[config.mk]
export PLATFORM = sky130hd
export DESIGN_NAME = kqt_cell
export DESIGN_NICKNAME = d
export VERILOG_FILES = /design/src/rtl/kqt_pkg.sv /design/src/rtl/kqt_cell.sv
export SDC_FILE = /design/constraint.sdc
export NUM_CORES = 1
export LEC_CHECK = 0
export ABC_CLOCK_PERIOD_IN_PS = 5200
export BUFFER_PORTS_ARGS = -buffer_cell sky130_fd_sc_hd__buf_2
export CORE_AREA = 2 2 131 133
export CTS_CLUSTER_DIAMETER = 50
export CTS_CLUSTER_SIZE = 30
export DETAILED_ROUTE_END_ITERATION = 10
export DIE_AREA = 0 0 133 135
export GPL_TIMING_DRIVEN = 0
export HOLD_SLACK_MARGIN = 0.05
export PLACE_DENSITY = 0.64
export SETUP_SLACK_MARGIN = 0.1
export SKIP_LAST_GASP = 1
export SYNTH_ARGS = -nofsm -noshare
export SYNTH_HDL_FRONTEND = slang
export SYNTH_SLANG_ARGS = --single-unit
[constraint.sdc]
create_clock -name clock -period 5.2 [get_ports clock]
set_input_delay 0.26 -clock clock [delete_from_list [all_inputs] [get_ports clock]]
set_output_delay 0.26 -clock clock [all_outputs]
set_load 0.02 [all_outputs]
[src/rtl/kqt_pkg.sv]
// Shared constants, codes and types of the keyed quantity table.
`default_nettype none
package kqt_pkg;

   localparam int CAPACITY = 64;
   localparam int KEY_W    = 32;
   localparam int QTY_W    = 32;
   localparam int IDX_W    = 6;
   localparam int CNT_W    = 7;
   localparam int FUNC_W   = 2;
   localparam int STATUS_W = 3;

   localparam logic [FUNC_W-1:0] FUNC_INSERT = 2'd0;
   localparam logic [FUNC_W-1:0] FUNC_SEARCH = 2'd1;
   localparam logic [FUNC_W-1:0] FUNC_UPDATE = 2'd2;
   localparam logic [FUNC_W-1:0] FUNC_DUMP   = 2'd3;

   localparam logic [STATUS_W-1:0] STATUS_OK        = 3'd0;
   localparam logic [STATUS_W-1:0] STATUS_NOT_FOUND = 3'd1;
   localparam logic [STATUS_W-1:0] STATUS_PRESENT   = 3'd2;
   localparam logic [STATUS_W-1:0] STATUS_FULL      = 3'd3;
   localparam logic [STATUS_W-1:0] STATUS_EMPTY     = 3'd4;

   localparam logic [CNT_W-1:0] CAPACITY_CNT = CNT_W'(CAPACITY);

   typedef struct packed {
      logic                     cmp_en;
      logic signed [KEY_W-1:0]  cmp_key;
      logic                     shift_en;
      logic                     ins_en;
      logic signed [KEY_W-1:0]  ins_key;
      logic signed [QTY_W-1:0]  ins_qty;
      logic                     upd_en;
      logic signed [QTY_W-1:0]  upd_qty;
      logic [CNT_W-1:0]         count;
   } kqt_cell_ctrl_type;

endpackage
`default_nettype wire

[src/rtl/kqt_cell.sv]
// One table entry: key and quantity storage, key compare and neighbor shift.
`default_nettype none
module kqt_cell
   import kqt_pkg::*;
(
   input  wire logic                    clock,
   input  wire kqt_cell_ctrl_type       ctrl,
   input  wire logic [IDX_W-1:0]        cell_index,
   input  wire logic signed [KEY_W-1:0] next_key,
   input  wire logic signed [QTY_W-1:0] next_qty,
   input  wire logic signed [KEY_W-1:0] head_key,
   input  wire logic signed [QTY_W-1:0] head_qty,
   output logic signed [KEY_W-1:0]      key_ff,
   output logic signed [QTY_W-1:0]      qty_ff,
   output logic                         hit_ff
);

   logic             occupied;
   logic             wrap;
   logic [CNT_W-1:0] index_ext;

   assign index_ext = {1'b0, cell_index};
   assign occupied  = index_ext < ctrl.count;
   assign wrap      = (index_ext + CNT_W'(1)) == ctrl.count;

   always_ff @(posedge clock) begin
      if (ctrl.cmp_en) begin
         hit_ff <= occupied && (key_ff == ctrl.cmp_key);
      end
      if (ctrl.shift_en && occupied) begin
         key_ff <= wrap ? head_key : next_key;
         qty_ff <= wrap ? head_qty : next_qty;
      end else if (ctrl.ins_en && (index_ext == ctrl.count)) begin
         key_ff <= ctrl.ins_key;
         qty_ff <= ctrl.ins_qty;
      end else if (ctrl.upd_en && hit_ff) begin
         qty_ff <= ctrl.upd_qty;
      end
   end

endmodule
`default_nettype wire

==> impl_summary.log <==
[metrics] path type of the worst setup path: in2reg
[metrics] final hold vios: 0
[metrics] DR pass1 iterations: 5
[metrics] total negative setup slack: 0 ns
[metrics] minimum period implied by the final worst setup slack: between 2 and 3 ns
[metrics] wire length reported by the detailed router: 20.5 mm
[metrics] die outline width: 133 um
[metrics] slew margin rel.: 0.308
[metrics] Die Area: 18000 um2
[metrics] power density over the cells: around 270 nW/um2
[metrics] post-DP HPWL: between 15 and 20 mm
[metrics] Min-Delay Path Class: in2reg
[metrics] biggest area contributors in the synthesized netlist: edfxtp_1 (43%), a311oi_1 (8.6%), o21ai_0 (7.4%)
[metrics] starting density of the core: 0.279
[metrics] post-route clock skew: between 0.008 and 0.009 ns
[metrics] clk buf depth: 2
[metrics] Crit. End Element: flip-flop
[metrics] Final Slew Violations: 0
[metrics] post-DR vias/cell: around 5.3
[metrics] terminating pin of the worst hold path: hit_ff
[metrics] ANT cells: 0
[metrics] largest driver fanout on the critical path: 32
[metrics] number of distinct library cell variants in the gate-level netlist after synthesis: 34
[metrics] relative area change from synthesis to final layout: 50.1%
[metrics] routed length per instance: around 20 um
[metrics] Post-CTS Repair Setup Buffers: 0
[metrics] reg-to-reg setup timing slack: roughly 3.3 ns
[metrics] placed cell areas: between 6000 and 7000 um2
[metrics] synthesis-stage register bit count: 65
[metrics] I/O Pins: roughly 340
[metrics] TritonCTS buffer count: 9
[metrics] HP Start: ctrl[138]
[metrics] Syn Area/Cell: between 10 and 15 um2
[metrics] final design area excluding fillers: 6870 um2
[metrics] RR Endpoint: hit_ff
[metrics] DRC violation count after routing: 0
[metrics] Static Leakage: just under 3 nW
[metrics] worst flop-to-flop path startpoint: key_ff[24]
[metrics] Mapped Area: about 4600 um2
[metrics] Worst R2R Path Depth: 4
[metrics] top achievable clock speed: approximately 0.35 GHz
[metrics] final RePlAce weighted congestion: roughly 0.90
[metrics] Worst Tran Pin Value: 1.03 ns
[metrics] Worst Hold Depth: 1
[metrics] drt first-iter violations: approximately 330
[metrics] post-CTS resize count: 0
[metrics] startpoint types: primary input
[metrics] data arrival at the endpoint of the critical path: approximately 2.8 ns
[metrics] first-pass GRT wire length: between 20 and 30 mm
[metrics] fraction of synthesized cell area taken by the top area cell type: 0.427
[metrics] number of nets in the layout: between 1000 and 1500
[metrics] root buf cell: clkbuf_16
[metrics] Post-DRT Antenna Nets: 0
[metrics] H-tree levels: 3
[metrics] Seq/Total Area, Yosys: 0.427
[metrics] Final setup violation count: 0
[metrics] run status: finished, final reports clean
[metrics] Buffers on Ports: approximately 340
[metrics] maximum ir drop on the vdd rail: ~0.00012 V
[metrics] # Max-Cap Violations: 0
[metrics] all-layer global routing usage: 0.219
[metrics] Sinks on Clock Net: 65
[metrics] via count: around 5400
[metrics] Synth Warn #: 0
[metrics] TritonCTS clock tree: yes
[metrics] number of global-route vias before repair: 5441
[metrics] height of the die: 135 um
[metrics] post-synthesis instance total: 450
[metrics] Clock Pin Slew Worst Setup and Hold Paths: 0.06 ns
[metrics] clock latency at the later pin of the worst-skew pair: ~0.34 ns
[metrics] CTS Hold Bufs: 0
[metrics] post-synth top area cell: edfxtp_1
[metrics] number of rows in the core area: 47
[metrics] total global routing overflow: 0
[metrics] setup repair after global routing missed its margin: no
[metrics] layout filler cell count: about 1700
[metrics] number of nets produced by synthesis: roughly 730
[metrics] area taken by flip-flops and latches: 1950 um2
[metrics] layout cell share with drive strength beyond 1: 0.460
[metrics] area of combinational cells with multiple inputs: ~2400 um2
[metrics] pin count of the biggest net entering global routing: 33
[metrics] number of antenna violations at the first check in global routing: 2
[metrics] ratio of final minimum period to clock period: 0.550
[metrics] required arrival time at the worst endpoint: around 5.2 ns
[metrics] Std-Cell Core Area: about 16000 um2
[metrics by stage]
step	total power, mW	setup slack (ns)	util	std cells	hold slack [ns]
6_report	1.83	2.34	0.419	1025	0.137
5_1_grt	1.90	2.10	0.419	1025	0.124
4_1_cts	1.84	1.80	0.419	1025	0.118
3_5_place_dp	1.22	1.43	0.401	1009	0.472
3_3_place_gp	1.21	0.272	0.399	1008	0.463
2_1_floorplan	0.965	1.66	-	450	0.372
[cell usage in the layout (no fill, tap or decap), types with 8 or more instances in the layout]
| cell | n |
|---|---|
| a311oi_1 | 45 |
| a22oi_1 | 32 |
| nand3_1 | 22 |
| buf_2 | 351 |
| mux2i_1 | 32 |
| o21ai_0 | 67 |
| a31oi_1 | 19 |
| clkbuf_16 | 9 |
| a2bb2oi_1 | 13 |
| xor2_1 | 34 |
| edfxtp_1 | 65 |
| nor4_1 | 8 |
| a21oi_1 | 20 |
| clkbuf_1 | 31 |
[synth_stat cells]
library cell / count
a2bb2oi_1: 13
a21oi_2: 1
nor2b_1: 1
edfxtp_1: 65
nand4_1: 4
a211o_1: 1
nor4_1: 8
clkbuf_1: 31
buf_2: 13
inv_1: 7
nor2_1: 2
nor3_1: 1
xor2_1: 34
a2111o_1: 1
o21ai_0: 68
and3_1: 1
o22ai_1: 1
a31oi_1: 19
and4_1: 1
buf_1: 2
ha_1: 7
a21oi_4: 1
nand3_1: 22
o21ai_1: 1
a21boi_0: 1
a22oi_1: 32
a21o_1: 3
xnor2_1: 6
a21oi_1: 20
a311oi_1: 45
nand2_1: 3
nand4b_1: 2
mux2i_1: 32
o21a_1: 1
[report_power, final]
| part | switching, mW | leakage, nW | internal (mW) |
|---|---|---|---|
| Clock | 0.251 | 0.133 | 0.370 |
| Sequential | 0.0337 | 0.629 | 0.657 |
| Combinational | 0.309 | 2.16 | 0.206 |
| Total | 0.594 | 2.92 | 1.23 |
[layer usage]
| layer | GRT usage | up-vias | part of all wire |
|---|---|---|---|
| li1 | - | 2532 | - |
| met4 | 0.0956 | 4 | 0.031 |
| met3 | 0.0480 | 42 | 0.073 |
| met5 | 0 | - | 0.0010 |
| met1 | 0.255 | 2543 | 0.40 |
| met2 | 0.387 | 319 | 0.50 |
[state kept, by name, indices dropped and copies added (netlist names)]
name / flops
qty_ff: 32
key_ff: 32
hit_ff: 1
[critical path: stages]
cell and delay [ns]:
buf_2 0.10, inv_1 0.04, ha_1 0.30, a21o_1 0.16, a21oi_1 0.26, o21ai_1 0.37, nor2_1 0.59, a211o_2 0.70
[kinds of logic after synthesis]
logic type                 count (synthesis)  share of synthesized area
AOI/OAI and AO/OA                        208                      0.306
xor gates and xnor gates                  40                     0.0766
adders and majority gates                  7                     0.0191
buffers and inverters                     53                     0.0470
DFF                                       65                      0.427
muxes                                     32                     0.0700
and+or+nand+nor                           45                     0.0542
[layout make-up]
cell class                      instances  share of cell area
Multi-Input combinational cell        332               0.352
Sequential cell                        65               0.284
Timing Repair Buffer                  339               0.249
Tap cell                              220              0.0401
Clock buffer                            9              0.0328
Buffer                                 46              0.0275
Clock inverter                          7              0.0100
Inverter                                7             0.00383
[worst max path at each step]
stage / cells after the start / end / start
6_report: 8 / qty_ff[6] / ctrl[4]
5_1_grt: 8 / qty_ff[7] / ctrl[4]
4_1_cts: 8 / qty_ff[7] / ctrl[4]
3_5_place_dp: 8 / qty_ff[10] / ctrl[4]
3_3_place_gp: 5 / key_ff[7] / ctrl[5]
2_1_floorplan: 4 / key_ff[0] / ctrl[5]
(Power assumes the default switching activity.)
